===== config.mk =====
export PLATFORM = sky130hd
export DESIGN_NAME = i2c_eeprom_byte_master
export DESIGN_NICKNAME = d
export VERILOG_FILES = /design/src/design/i2c_ebm_pkg.sv /design/src/design/i2c_ebm_seq.sv /design/src/design/i2c_eeprom_byte_master.sv
export SDC_FILE = /design/constraint.sdc
export NUM_CORES = 1
export LEC_CHECK = 0
export CORE_ASPECT_RATIO = 0.8
export CORE_MARGIN = 2
export CORE_UTILIZATION = 55
export CTS_CLUSTER_DIAMETER = 150
export DETAILED_ROUTE_END_ITERATION = 10
export DONT_BUFFER_PORTS = 1
export GPL_TIMING_DRIVEN = 1
export MAX_ROUTING_LAYER = met4
export PLACE_DENSITY = 0.76
export SETUP_SLACK_MARGIN = 0.1
export SYNTH_ARGS = -nofsm -noshare
export SYNTH_HDL_FRONTEND = slang
export SYNTH_SLANG_ARGS = --single-unit

===== constraint.sdc =====
create_clock -name aclk -period 3.48 [get_ports aclk]
set_clock_uncertainty 0.15 [all_clocks]
set_input_delay 0.522 -clock aclk [delete_from_list [all_inputs] [get_ports aclk]]
set_output_delay 0.522 -clock aclk [all_outputs]
set_load 0.01 [all_outputs]

===== src/design/i2c_ebm_pkg.sv =====
// shared types and constants for the i2c eeprom byte master
// used by i2c_ebm_seq, i2c_eeprom_byte_master and its checker
package i2c_ebm_pkg;

    localparam int unsigned IN_BYTES_W  = 32;
    localparam int unsigned OUT_BYTES_W = 16;

    localparam logic [5:0] SLOT_ACK_DEV   = 6'd9;
    localparam logic [5:0] SLOT_ACK_LOC   = 6'd18;
    localparam logic [5:0] SLOT_ACK_DATA  = 6'd27;
    localparam logic [5:0] SLOT_RESTART   = 6'd19;
    localparam logic [5:0] SLOT_ACK_RDEV  = 6'd28;
    localparam logic [5:0] SLOT_RD_FIRST  = 6'd29;
    localparam logic [5:0] SLOT_RD_LAST   = 6'd36;
    localparam logic [5:0] SLOT_MNACK     = 6'd37;
    localparam logic [5:0] STOP_WRITE     = 6'd28;
    localparam logic [5:0] STOP_READ      = 6'd38;
    localparam logic       RW_READ        = 1'b1;

    typedef enum logic [2:0] {
        KIND_IDLE  = 3'd0,
        KIND_START = 3'd1,
        KIND_DATA  = 3'd2,
        KIND_ACK   = 3'd3,
        KIND_MNACK = 3'd4,
        KIND_STOP  = 3'd5
    } slot_kind_t;

    typedef struct packed {
        logic       req_valid;
        logic       req_type;
        logic [6:0] device_addr;
        logic [7:0] mem_addr;
        logic [7:0] write_data;
        logic       sda_sample;
    } slot_in_t;

    typedef struct packed {
        slot_kind_t slot_kind;
        logic       sda_level;
        logic       busy_res;
        logic       done_res;
        logic       success;
        logic [7:0] read_data;
    } slot_res_t;

endpackage


===== src/design/i2c_ebm_seq.sv =====
// bit-slot sequencer: transaction state and per-slot result logic
// depends on i2c_ebm_pkg
module i2c_ebm_seq
    import i2c_ebm_pkg::*;
(
    input  logic      aclk,
    input  logic      aresetn,
    input  logic      advance,
    input  slot_in_t  slot_in,
    output slot_res_t slot_res
);

    logic       active_reg, active_next;
    logic [5:0] slot_reg, slot_next;
    logic       is_read_reg, is_read_next;
    logic       failed_reg, failed_next;
    logic [6:0] device_reg, device_next;
    logic [7:0] location_reg, location_next;
    logic [7:0] data_reg, data_next;
    logic [7:0] shift_reg, shift_next;
    logic [7:0] gathered_reg, gathered_next;

    logic [5:0] stop_at;
    logic       ack_slot;

    assign stop_at  = is_read_reg ? STOP_READ : STOP_WRITE;
    assign ack_slot = (slot_reg == SLOT_ACK_DEV) || (slot_reg == SLOT_ACK_LOC)
                   || (!is_read_reg && slot_reg == SLOT_ACK_DATA)
                   || (is_read_reg && slot_reg == SLOT_ACK_RDEV);

    always_comb begin
        active_next   = active_reg;
        slot_next     = slot_reg;
        is_read_next  = is_read_reg;
        failed_next   = failed_reg;
        device_next   = device_reg;
        location_next = location_reg;
        data_next     = data_reg;
        shift_next    = shift_reg;
        gathered_next = gathered_reg;
        slot_res      = '{KIND_IDLE, 1'b1, 1'b0, 1'b0, 1'b0, 8'd0};

        if (!active_reg) begin
            if (slot_in.req_valid) begin
                is_read_next  = slot_in.req_type;
                device_next   = slot_in.device_addr;
                location_next = slot_in.mem_addr;
                data_next     = slot_in.write_data;
                shift_next    = {slot_in.device_addr, 1'b0};
                gathered_next = 8'd0;
                failed_next   = 1'b0;
                active_next   = 1'b1;
                slot_next     = 6'd1;
                slot_res      = '{KIND_START, 1'b0, 1'b1, 1'b0, 1'b0, 8'd0};
            end
        end else if (slot_reg >= stop_at) begin
            slot_res = '{KIND_STOP, 1'b1, 1'b1, 1'b1, !failed_reg,
                         (is_read_reg && !failed_reg) ? gathered_reg : 8'd0};
            active_next = 1'b0;
            slot_next   = 6'd0;
        end else if (ack_slot) begin
            slot_res = '{KIND_ACK, 1'b1, 1'b1, 1'b0, 1'b0, 8'd0};
            if (slot_in.sda_sample) begin
                failed_next = 1'b1;
                slot_next   = stop_at;
            end else begin
                if (slot_reg == SLOT_ACK_DEV) begin
                    shift_next = location_reg;
                end else if (slot_reg == SLOT_ACK_LOC && !is_read_reg) begin
                    shift_next = data_reg;
                end
                slot_next = slot_reg + 6'd1;
            end
        end else begin
            if (is_read_reg && slot_reg == SLOT_RESTART) begin
                shift_next = {device_reg, RW_READ};
                slot_res   = '{KIND_START, 1'b0, 1'b1, 1'b0, 1'b0, 8'd0};
            end else if (is_read_reg && slot_reg >= SLOT_RD_FIRST
                         && slot_reg <= SLOT_RD_LAST) begin
                gathered_next = {gathered_reg[6:0], slot_in.sda_sample};
                slot_res      = '{KIND_DATA, 1'b1, 1'b1, 1'b0, 1'b0, 8'd0};
            end else if (is_read_reg && slot_reg == SLOT_MNACK) begin
                slot_res = '{KIND_MNACK, 1'b1, 1'b1, 1'b0, 1'b0, 8'd0};
            end else begin
                shift_next = {shift_reg[6:0], 1'b0};
                slot_res   = '{KIND_DATA, shift_reg[7], 1'b1, 1'b0, 1'b0, 8'd0};
            end
            slot_next = slot_reg + 6'd1;
        end
    end

    always_ff @(posedge aclk) begin
        if (!aresetn) begin
            active_reg   <= 1'b0;
            slot_reg     <= 6'd0;
            is_read_reg  <= 1'b0;
            failed_reg   <= 1'b0;
            device_reg   <= 7'd0;
            location_reg <= 8'd0;
            data_reg     <= 8'd0;
            shift_reg    <= 8'd0;
            gathered_reg <= 8'd0;
        end else if (advance) begin
            active_reg   <= active_next;
            slot_reg     <= slot_next;
            is_read_reg  <= is_read_next;
            failed_reg   <= failed_next;
            device_reg   <= device_next;
            location_reg <= location_next;
            data_reg     <= data_next;
            shift_reg    <= shift_next;
            gathered_reg <= gathered_next;
        end
    end

endmodule


===== src/design/i2c_eeprom_byte_master.sv =====
// top level of the i2c eeprom byte master: stream ports and result register
// depends on i2c_ebm_pkg and i2c_ebm_seq
//
// each input transaction is one bus bit slot; each produces exactly one result
// transaction describing what the master does on the bus in that slot.
// while idle, a slot with req_valid set starts a byte write or a random read
// and is itself the start slot; requests during a transfer are ignored.
// a nack in any acknowledge slot aborts and the next slot is stop with
// success low. done_res, success and read_data appear in the stop slot.
// the result is registered and appears on the master side in the cycle after
// the input transaction is taken. throughput: one slot per cycle while the
// receiver does not stall, set by the single sequencer update between the
// input and the result register. when the receiver stalls, the result
// register holds its contents and the slave side accepts again only as that
// result is taken. reset (aresetn low, synchronous) returns the sequencer to
// idle and empties the result register. a write transfer spans 29 slots, a read 39.
module i2c_eeprom_byte_master
    import i2c_ebm_pkg::*;
(
    input  logic                   aclk,
    input  logic                   aresetn,
    input  logic                   s_axis_tvalid,
    output logic                   s_axis_tready,
    // req_valid, req_type, device_addr, mem_addr, write_data, sda_sample
    input  logic [IN_BYTES_W-1:0]  s_axis_tdata,
    output logic                   m_axis_tvalid,
    input  logic                   m_axis_tready,
    // slot_kind, sda_level, busy_res, done_res, success, read_data
    output logic [OUT_BYTES_W-1:0] m_axis_tdata
);

    slot_in_t  slot_in;
    slot_res_t slot_res;
    logic      take;
    logic      out_valid_reg;
    slot_res_t out_reg;

    assign slot_in.req_valid   = s_axis_tdata[0];
    assign slot_in.req_type    = s_axis_tdata[1];
    assign slot_in.device_addr = s_axis_tdata[8:2];
    assign slot_in.mem_addr    = s_axis_tdata[16:9];
    assign slot_in.write_data  = s_axis_tdata[24:17];
    assign slot_in.sda_sample  = s_axis_tdata[25];

    assign s_axis_tready = !out_valid_reg || m_axis_tready;
    assign take          = s_axis_tvalid && s_axis_tready;

    i2c_ebm_seq u_seq (
        .aclk     (aclk),
        .aresetn  (aresetn),
        .advance  (take),
        .slot_in  (slot_in),
        .slot_res (slot_res)
    );

    always_ff @(posedge aclk) begin
        if (!aresetn) begin
            out_valid_reg <= 1'b0;
        end else if (s_axis_tready) begin
            out_valid_reg <= s_axis_tvalid;
        end
    end

    always_ff @(posedge aclk) begin
        if (take) begin
            out_reg <= slot_res;
        end
    end

    assign m_axis_tvalid = out_valid_reg;
    assign m_axis_tdata  = {1'b0, out_reg.read_data, out_reg.success, out_reg.done_res,
                            out_reg.busy_res, out_reg.sda_level, out_reg.slot_kind};

endmodule


* Word-level counts from Yosys, hierarchy flattened
Cells that the tools add are included.
** Operators by class
- Reduce and logical (&&, ||, !) cells :: 22
- Bitwise logic cells :: 1
- Equal/unequal tests :: 16
- Add/subtract/negate cells :: 1
- Magnitude comparators :: 3
- Mux-type cells :: 38
** Operator list (number)
- $mux 8 :: 17
- $mux 15 :: 6
- $mux 6 :: 6
- $eq 6x5->1 const B :: 4
- $mux 13 :: 1
- $ne 2x2->1 const B :: 6
- $ne 4x4->1 const B :: 3
- $logic_and 1x1->1 :: 9
- $mux 1 :: 8
- $reduce_and 7->1 :: 1
- $add 6x1->6 const B :: 1
- $eq 6x4->1 const B :: 1
- $eq 6x6->1 const B :: 1
- $ge 6x5->1 const B :: 1
- $ge 6x6->1 :: 1
- $le 6x6->1 const B :: 1
- $reduce_and 6->1 :: 1
- $reduce_and 5->1 :: 1
- $logic_or 1x1->1 :: 4
- $logic_not 1->1 :: 3
- $ne 3x3->1 const B :: 1
- $reduce_and 3->1 :: 1
- $reduce_and 2->1 :: 1
- $reduce_bool 2->1 :: 1
- $not 1->1 :: 1
** Word-level totals
- Logic and storage cells :: 97
- Output and inout bits :: 18
- Register bits after elaboration :: 64

* Logic depth before layout (Yosys ltp)
Gate-level depths: netlist (run 1).
- Depth in word-level cells :: 8
- Depth in mapped cells :: 10
- Mapped depth without buffers :: 8

* By module
From an unflattened synthesis (run 1), not the netlist that was laid out.
** Second synthesis, totals
- Cell total of the unflattened synthesis :: 368
- Area, all modules :: 3305.7 um2
** By module, submodules not included
- i2c_ebm_seq :: cells each 346, area an instance 2786.4 um2, instances 1
- i2c_eeprom_byte_master :: cells each 22, area an instance 519.2 um2, instances 1

* Worst setup path before layout (run 1)
OpenSTA, ideal clock, no wires.
- Path type :: register -> register
- Start point :: register u_seq.is_read_reg
- End point :: register u_seq.gathered_reg[0]
- Stages on the path, launching flop included :: 10
- Slack :: 0.738 ns
- Arrival :: 2.475 ns
- Required time :: 3.213 ns
- Period minus slack after synthesis :: 2.742 ns
- Buffers on the path :: 1
- Library setup time :: 0.117 ns
- Path through :: dfxtp_1 -> clkbuf_1 -> inv_1 -> ha_1 -> and2_1 -> a221oi_1 -> a21bo_2 -> nand2_1 -> o311a_1 -> a22o_1
** On the way
- Longest elaborated chain between the ends :: 6
- Elaborated cells on any way between the ends :: 15
- Classes of those cells :: order compare: 1; eq/ne: 4; mux: 1; reduce/logical: 9
** RTL lines
- from (decl) :: line i2c_ebm_seq.sv:15 : logic is_read_reg, is_read_next;
- from (signal assigned) :: line i2c_ebm_seq.sv:106 : is_read_reg <= is_read_next;
- parallel branches: the longest is 5 deep, another holds $ge 6x6->1
- $reduce_and 6->1 (no line) *
- to (signal assigned) :: line i2c_ebm_seq.sv:112 : gathered_reg <= gathered_next;
- to (decl) :: line i2c_ebm_seq.sv:21 : logic [7:0] gathered_reg, gathered_next;
Mark *: on every way between the ends.
A chain may end at the register's enable or synchronous reset.

* Final worst setup path (run 1)
- Start point :: register u_seq.slot_reg[5]
- End point :: register u_seq.gathered_reg[3]
** On the way
- Longest elaborated chain between the ends :: 6
- Elaborated cells on any way between the ends :: 21
- Classes of those cells :: order compare: 3; eq/ne: 9; reduce/logical: 9
** RTL lines
- from (decl) :: line i2c_ebm_seq.sv:14 : logic [5:0] slot_reg, slot_next;
- from (signal assigned) :: line i2c_ebm_seq.sv:105 : slot_reg <= slot_next;
- parallel branches: the longest is 5 deep, another holds $ge 6x5->1
- $reduce_and 6->1 (no line) *
Marks and branches as above.

==> results of run 1 <==
-- per-stage QoR --
step                      util, %  cells  area [sq um]
after floorplan                 -    331          3040
after global placement       56.7    382          3060
after detailed placement     56.7    382          3060
after CTS                    60.6    398          3270
after global routing         60.6    398          3270
final                        60.6    398          3270
-- routing by layer --
metal / global-route usage, % / vias up
met1: 31.2 / 1078
li1: - / 1166
met5: - / -
met4: 9.74 / 0
met3: 7.23 / 15
met2: 32.0 / 103
-- worst paths after layout --
| kind | end | slack (ps) | cells after the start |
|---|---|---|---|
| setup reg to reg | u_seq.gathered_reg[3] | 690 | 7 |
| hold reg to reg | u_seq.data_reg[0] | 310 | 2 |
| hold / removal | u_seq.location_reg[4] | 150 | 2 |
| setup / recovery | u_seq.gathered_reg[3] | 690 | 7 |
-- cell families (layout without fill, tap and decap cells) --
kind of cell,count (synthesis),after routing,share of synthesized area [%]
compound gates,84,84,19.4
mux,17,17,5.63
buf+inv,31,33,4.85
simple gates,124,124,18.9
flops,64,64,47.0
fa+ha+maj,9,9,3.70
other cells,1,1,0.123
xor+xnor,1,1,0.288
-- synthesized netlist by cell type, drive strengths merged --
library cell,n,area [sq um]
a211o,1,8.76
a211oi,1,7.51
a21bo,2,20.0
a21boi,1,7.51
a21oi,33,180
a221oi,2,17.5
a22o,8,70.1
a31o,1,8.76
a31oi,9,56.3
a32o,9,90.1
a32oi,2,17.5
and2,12,75.1
and3,2,12.5
buf,6,53.8
clkbuf,14,52.6
conb,1,3.75
dfxtp,49,981
edfxtp,15,450
ha,9,113
inv,11,41.3
mux2,1,11.3
mux2i,16,160
nand2,69,259
nand2b,4,25.0
nand3,8,40.0
nand3b,2,27.5
nand4,3,18.8
nor2,14,52.6
nor2b,3,18.8
nor3,4,25.0
nor4b,1,8.76
o2111ai,1,8.76
o21a,2,15.0
o21ai,7,35.0
o21ba,1,10.0
o22ai,2,12.5
o311a,1,10.0
o32ai,1,16.3
or3,1,6.26
or4,1,7.51
xor2,1,8.76
-- final cells by class --
class / instances / area share (%)
tap: 65 / 2.48
sequential: 64 / 43.7
clock inverter: 3 / 1.22
clock buffer: 13 / 5.16
inverter: 11 / 1.26
multi-input combinational: 236 / 44.8
timing repair buffer: 6 / 1.38
-- power by group through the flow --
stage / Clock [uW] / Combinational [uW] / Sequential [uW]
global route: 704 / 120 / 822
CTS: 671 / 105 / 817
detailed placement: 0 / 105 / 834
global placement: 0 / 101 / 832
floorplan: 0 / 86.6 / 825
finish: 659 / 105 / 817
==> metrics, run 1 <==
slowest CP cell=dfxtp_1; final setup TNS=0 ps; # diodes=0; Ports=54; initial core utilization=56.3%; crit path cell chain=ha_1, and2_1, a221oi_1, a21bo_2, nand2_1, o311a_1, a22o_1; worst hold slack=147 ps; Net Sw Power=364 uW; wire per inst=15.7 microns; outcome=finished clean; Syn Inst Count=331; met2 wire len=2.72 mm; Cell Area, Synth=3040 sq um; GRT overflow=0; synth warn=0; commonest non-fill, non-tap cell in the layout=nand2_1; post-synth net total=376; Final Hold Fails=0; Power Density=483 nW/um^2; period utilisation layout=80.1%; final setup fails=0; Clock Path Buffers=2; Tot Pwr=1580 uW; via count=2,362; Final nets=373; routability cong.=0.953; kind of critical path=register to register; worst hold path type=input pin to register; Final Critical Period=2790 ps; Core Area=5410 sq um; dpl hpwl=4.36 mm; # DRC=0; Clock Sinks=64; area delta synth->final=7.52%; die area=6150 sq um; Resize count post-CTS=0; type of origin of the critical path=register; Sequential cell area=1430 sq um; initial antenna violation count=0; Max Slew Vio Count=0; HP Start=s_axis_tdata[13]; CTS tree=done; Fmax achieved=0.359 GHz; MaxCap Viol Count=0; Iter 0 DRT Violations=228; critical path endpoint category=register; cts hold-fix bufs=0; largest net degree at the start of global routing=32; Multi-input gate area=1470 sq um; Final ANT Viol Nets=0; top routing layer used=met4; number of synthesized register bits=64; Worst-path clk slew=70 ps; Leak Pwr=0.00132 uW; delay-heaviest family, CP=compound AO/OA/AOI/OAI gates; Netlist cell types=49; H-tree levels=3; CTS Buf Count=9; power share of the combinational group=6.6%; Via density=5.93; max reg flops=15; fillcell total=493; Port Buffers=0; commonest non-fill, non-tap cells in the layout=nand2_1, dfxtp_1, a21oi_1; Total GRT Usage=23.1%; postcts setup bufs=0; CP Max Fanout=9; CP required=3570 ps; VDD IR max=0.298 mV; layout cell share with drive strength beyond 1=8.71%; worst r2r src=u_seq.slot_reg[5]; RSZ-0062 raised after global routing=no; WP data arrival=2880 ps; global-route wire length before repair=10.6 mm; Die W=87.2 microns; measured slew at the worst slew-check pin=897 ps; CTS Root Cell=clkbuf_8; WP buf/inv=0; fin worst setup slack=692 ps; Flop pwr share=51.7%; post-synthesis area per instance=9.20 sq um; drt total wl=6.27 mm; Initial DRT Pass Iterations=5; max incr delay on CP=520 ps; pre-CTS setup slack=742 ps; DR WL met3=474 microns; Row Count=24; Slew headroom=40.2%; Clock Power Share=41.7%; Die Y=70.5 microns; vias in the first global route=2,168; register area share after synthesis=47.0%; Power Internal=1220 uW; sw frac=23.0%; met1 wire length=2.94 mm; crit path launch=u_seq.slot_reg[5]; worst skew pair latency=350 ps
(Power assumes the default switching activity.)
==> run 2, diff against run 1 <==
- clock period: 3.48 -> 2.85 ns (I/O delays scaled with it)
==> run 2 against run 1 <==
Compared with the run above: core utilization rose by 0.49 points; global-route usage fell by 0.17 points; hold slack got worse by 96 ps; maximum frequency rose by 8.5%; combinational power rose by 30%; power rose by 14%; register-to-register slack got worse by 410 ps; clock power rose by 2%; critical endpoint is now u_seq.gathered_reg[0].
==> metrics, run 2 (synthesis gave the netlist of run 1 again) <==
Die Y=70.5 microns (unchanged); M1 GR Usage=32.0% (+0.79 points); power share of the combinational group=7.6% (+1.0 points); HP Start=s_axis_tdata[5]; FF-to-FF End=u_seq.gathered_reg[0]; routability cong.=0.936 (-1.7%); Via density=5.85 (-1.4%); Clock Power Share=37.2% (-4.5 points); Max Slew Vio Count=0 (unchanged); measured slew at the worst slew-check pin=548 ps (-349 ps); area delta synth->final=8.38%; Row Count=24 (unchanged); # DRC=0 (unchanged); Final nets=380 (+1.9%); CTS Buf Count=9 (unchanged); hold worst-path end=u_seq.device_reg[3]; Final Hold Fails=0 (unchanged); sw frac=26.2% (+3.2 points); via count=2,371 (+0.38%); Initial DRT Pass Iterations=5 (unchanged); critical path endpoint category=register; wire per inst=15.5 microns (-1.6%); Ports=54 (unchanged); Clock Path Buffers=2 (unchanged); period utilisation layout=90.2% (+10 points); Die W=87.2 microns (unchanged); Core Area=5410 sq um (unchanged); final instance area=3300 sq um (+0.80%); Power Density=545 nW/um^2 (+13%); RSZ-0062 raised after global routing=no; Net Sw Power=472 uW (+30%); WP data arrival=2660 ps (-220 ps); Slew headroom=63.4% (+23 points); Worst-path clk slew=70 ps (about the same); vias in the first global route=2,187 (+0.88%); outcome=finished clean; # diodes=0 (unchanged); GR Util met3=7.82% (+0.58 points); Power Internal=1330 uW (+9.1%); placed cell count=389 (+1.8%); Leak Pwr=0.00134 uW (+1.4%); worst skew pair latency=360 ps (about the same); Final Util=61.0% (+0.49 points); commonest non-fill, non-tap cell in the layout=nand2_1; initial antenna violation count=0 (unchanged); Flop pwr share=55.2% (+3.5 points); kind of critical path=register to register; worst reg2reg path depth=8 (+1); met2 GRT Util=31.3% (-0.68 points); die area=6150 sq um (unchanged); VDD IR max=0.359 mV (+21%); Post-Place Cell Area=3120 sq um (+1.7%); drt total wl=6.28 mm (+0.14%); Iter 0 DRT Violations=215 (-5.7%); Clock Sinks=64 (unchanged); CP required=2940 ps (-630 ps); Final ANT Viol Nets=0 (unchanged); Reg2Reg Setup Slack=280 ps (-410 ps); largest net degree at the start of global routing=22 (-31%); initial core utilization=56.3% (unchanged); type of origin of the critical path=register; Port Buffers=0 (unchanged); worst hold path type=input pin to register; commonest non-fill, non-tap cells in the layout=nand2_1, dfxtp_1, a21oi_1; CP Max Fanout=8 (-1); dpl hpwl=4.43 mm (+1.5%); CTS Root Cell=clkbuf_8; MaxCap Viol Count=0 (unchanged); layout cell share with drive strength beyond 1=11.5% (+2.8 points); final setup TNS=0 ps (unchanged); GRT busiest layer=met1; Total GRT Usage=22.9% (-0.17 points); Final Critical Period=2570 ps (-218 ps); final setup fails=0 (unchanged); GRT overflow=0 (unchanged); WHS Path Cells=2 (unchanged); Fmax achieved=0.389 GHz (+8.5%); H-tree levels=3 (unchanged); final non-filler cell total=405 (+1.8%); CTS tree=done; global-route wire length before repair=10.5 mm (-0.85%); worst r2r src=u_seq.is_read_reg; max reg flops=15 (unchanged)
-- run 2: cell types whose count changed in the layout (fill, tap and decap cells not counted), sizes merged --
cell,previous run,this run
clkbuf,13,10
buf,6,13
clkinv,2,5
bufinv,1,0
clkinvlp,0,1
-- run 2: worst max-delay path by stage --
stage                           start  slack, ps  cells past startpoint                     to
detailed placement  u_seq.is_read_reg         80                      8  u_seq.gathered_reg[3]
floorplan           u_seq.is_read_reg        110                      9  u_seq.gathered_reg[0]
global placement    u_seq.is_read_reg        170                      8  u_seq.gathered_reg[5]
CTS                 u_seq.is_read_reg        180                      8  u_seq.gathered_reg[0]
global route        u_seq.is_read_reg        100                      8  u_seq.gathered_reg[0]
finish              u_seq.is_read_reg        280                      8  u_seq.gathered_reg[0]
-- run 2: stage by stage --
stage | power (uW) | worst slack, ps | hold WS [ps]
floorplan | 1110 | 108 | 278
global placement | 1140 | 169 | 292
detailed placement | 1150 | 81.0 | 297
CTS | 1800 | 176 | 48.3
global route | 1870 | 99.4 | 40.2
finish | 1800 | 280 | 51.5
-- run 2: repair_timing --
action	CTS	global route
hold buffers	0	0
resized for setup	1	2
setup endpoints to repair	7	9
pin swaps	0	0
setup buffers	0	0
-- run 2: cell type report --
cell class	count	area, sq um
fillers	484	2110
multi-input cells	236	1480
flip-flops and latches	64	1430
clock buffers	10	128
repair buffers	13	97.6
well taps	65	81.3
inverters	11	41.3
clock inverters	6	36.3
-- run 2: power by group through the flow --
stage | Combinational [uW] | Clock (uW) | Sequential [uW]
finish | 137 | 669 | 993
global route | 157 | 716 | 998
CTS | 135 | 675 | 993
detailed placement | 134 | 0 | 1010
global placement | 131 | 0 | 1010
floorplan | 106 | 0 | 1010
-- run 2: worst max-delay path: stages (launching register included) --
cell and delay (ps):
dfxtp_2 400, inv_1 70, ha_1 320, and2_1 190, a221oi_2 270, a21bo_2 240, nand2_1 150, o311a_4 430
a22o_1 230
-- run 2: layer usage --
metal / vias up / routed length [microns]
met1: 1072 / 2970
met5: - / 0
li1: 1187 / -
met2: 102 / 2740
met4: 0 / 81
met3: 10 / 478
==> run 3, diff against run 2 <==
- REMOVE_ABC_BUFFERS: unset -> 1
==> run 3 against run 2 <==
Compared with the run above: maximum frequency down 0.56%; clock-buffer cell count unchanged; sequential power about the same; cell count rose by 0.25%; clock power decreased by 2%; via count up 1.4%; sequential cell count stayed put; first-iteration DRC count fell by 25%; combinational power rose by 4%; routed wire length increased by 2.5%.
==> metrics, run 3 (synthesis gave the netlist of run 1 again) <==
outcome=finished clean; M1 GR Usage=30.4% (-1.7 points); initial core utilization=56.3% (unchanged); commonest non-fill, non-tap cells in the layout=nand2_1, dfxtp_1, a21oi_1; final non-filler cell total=406 (+0.25%); Core Area=5410 sq um (unchanged); Sequential cell area=1430 sq um (unchanged); Worst-path clk slew=70 ps (about the same); crit path cell chain=buf_4, ha_1, and2_1, a221oi_2, a21bo_2, nand2_1, buf_4, or4_1, o21ai_1; layout cell share with drive strength beyond 1=11.4% (-0.034 points); Iter 0 DRT Violations=161 (-25%); WP data arrival=2710 ps (+50 ps); vias in the first global route=2,218 (+1.4%); CP required=2970 ps (+30 ps); Max Slew Vio Count=0 (unchanged); placed cell count=390 (+0.26%); Clock Sinks=64 (unchanged); Die Y=70.5 microns (unchanged); Resize count post-CTS=0 (-1); final instance area=3300 sq um (-0.11%); CTS Buf Count=9 (unchanged); largest net degree at the start of global routing=25 (+14%); Final Critical Period=2580 ps (+14.6 ps); Final nets=381 (+0.26%); final setup TNS=0 ps (unchanged); Multi-input gate area=1470 sq um (-0.76%); # DRC=0 (unchanged); kind of critical path=register to register; most frequent CP cell=buf_4; critical path endpoint category=register; Reg2Reg Setup Slack=270 ps (about the same); dpl hpwl=4.58 mm (+3.4%); wire per inst=15.9 microns (+2.3%); Die W=87.2 microns (unchanged); worst r2r src=u_seq.is_read_reg; Fmax achieved=0.387 GHz (-0.56%); Final ANT Viol Nets=0 (unchanged); max incr delay on CP=510 ps (+80 ps); Slew headroom=61.5% (-1.9 points); Post-Place Cell Area=3120 sq um (+0.24%); via count=2,405 (+1.4%); measured slew at the worst slew-check pin=578 ps (+29.2 ps); Power Density=543 nW/um^2 (-0.45%); worst reg2reg path depth=9 (+1); Final Hold Fails=0 (unchanged); CTS tree=done; GRT busiest layer=met2; slowest CP cell=or4_1; cts hold-fix bufs=0 (unchanged); RSZ-0062 raised after global routing=no; initial antenna violation count=0 (unchanged); period utilisation layout=90.7% (+0.51 points); # diodes=0 (unchanged); type of origin of the critical path=register; worst skew pair latency=350 ps (about the same); MaxCap Viol Count=0 (unchanged); Port Buffers=0 (unchanged); postcts setup bufs=0 (unchanged); Via density=5.92 (+1.2%); Ports=54 (unchanged); FF-to-FF End=u_seq.shift_reg[0]; CTS Root Cell=clkbuf_8; Leak Pwr=0.00134 uW (about the same); commonest non-fill, non-tap cell in the layout=nand2_1; Total GRT Usage=23.7% (+0.78 points); Critical Path Sink=u_seq.shift_reg[0]; global-route wire length before repair=10.7 mm (+1.9%); met2 GRT Util=34.4% (+3.1 points); VDD IR max=0.309 mV (-14%); H-tree levels=3 (unchanged); drt total wl=6.44 mm (+2.5%); max reg flops=15 (unchanged); Row Count=24 (unchanged); worst hold path type=input pin to register; GRT overflow=0 (unchanged); crit path launch=u_seq.is_read_reg; fillcell total=488 (+0.83%); Clock Path Buffers=2 (unchanged); die area=6150 sq um (unchanged); area delta synth->final=8.26%; CP Max Fanout=10 (+2); Initial DRT Pass Iterations=4 (-1); routability cong.=0.902 (-3.7%); GR Util met3=8.98% (+1.2 points); final setup fails=0 (unchanged)
[run 3: layer usage]
metal / part of all wire, % / routed length [microns]
met1: 46 / 2940
met2: 46 / 2990
met3: 6.7 / 430
met4: 1.2 / 78
met5: 0 / 0
[run 3: power by group]
| part | total [uW] | switching [uW] | leakage, uW | internal (uW) |
|---|---|---|---|---|
| Clock | 657 | 347 | 0.0000858 | 310 |
| Sequential | 991 | 24.4 | 0.000549 | 967 |
| Combinational | 142 | 89.3 | 0.000701 | 52.2 |
[run 3: worst max-delay path: cells and delay by family (launching register included)]
| family | cells | cell delay, ps |
|---|---|---|
| buf+inv | 2 | 340 |
| simple gates | 3 | 760 |
| fa+ha+maj | 1 | 290 |
| flops | 1 | 320 |
| compound gates | 3 | 650 |
[run 3: worst min path at each step]
stage          slack, ps                     to  cells past startpoint                  start
2_1_floorplan        280     u_seq.shift_reg[0]                      2     u_seq.shift_reg[0]
3_3_place_gp         290    u_seq.device_reg[6]                      2    u_seq.device_reg[6]
3_5_place_dp         300  u_seq.location_reg[3]                      2  u_seq.location_reg[3]
4_1_cts               40          m_axis_tvalid                      2          s_axis_tvalid
5_1_grt               30          m_axis_tvalid                      2          s_axis_tvalid
6_report              50          m_axis_tvalid                      2          s_axis_tvalid
[run 3: through the flow]
stage	util, %	setup slack (ps)	hold slack, ps	total power, uW
finish	61.0	265	54.1	1790
detailed placement	57.8	234	297	1150
global placement	57.8	255	291	1150
floorplan	-	221	278	1110
CTS	60.8	198	40.1	1810
global route	61.0	116	33.7	1870
[run 3: area by class of cell]
cell class	count	share of cell area, %
Tap cell	65	2.47
Sequential cell	64	43.5
Multi-Input combinational cell	236	44.6
Clock buffer	10	3.87
Inverter	11	1.25
Clock inverter	6	1.10
Timing Repair Buffer	14	3.19
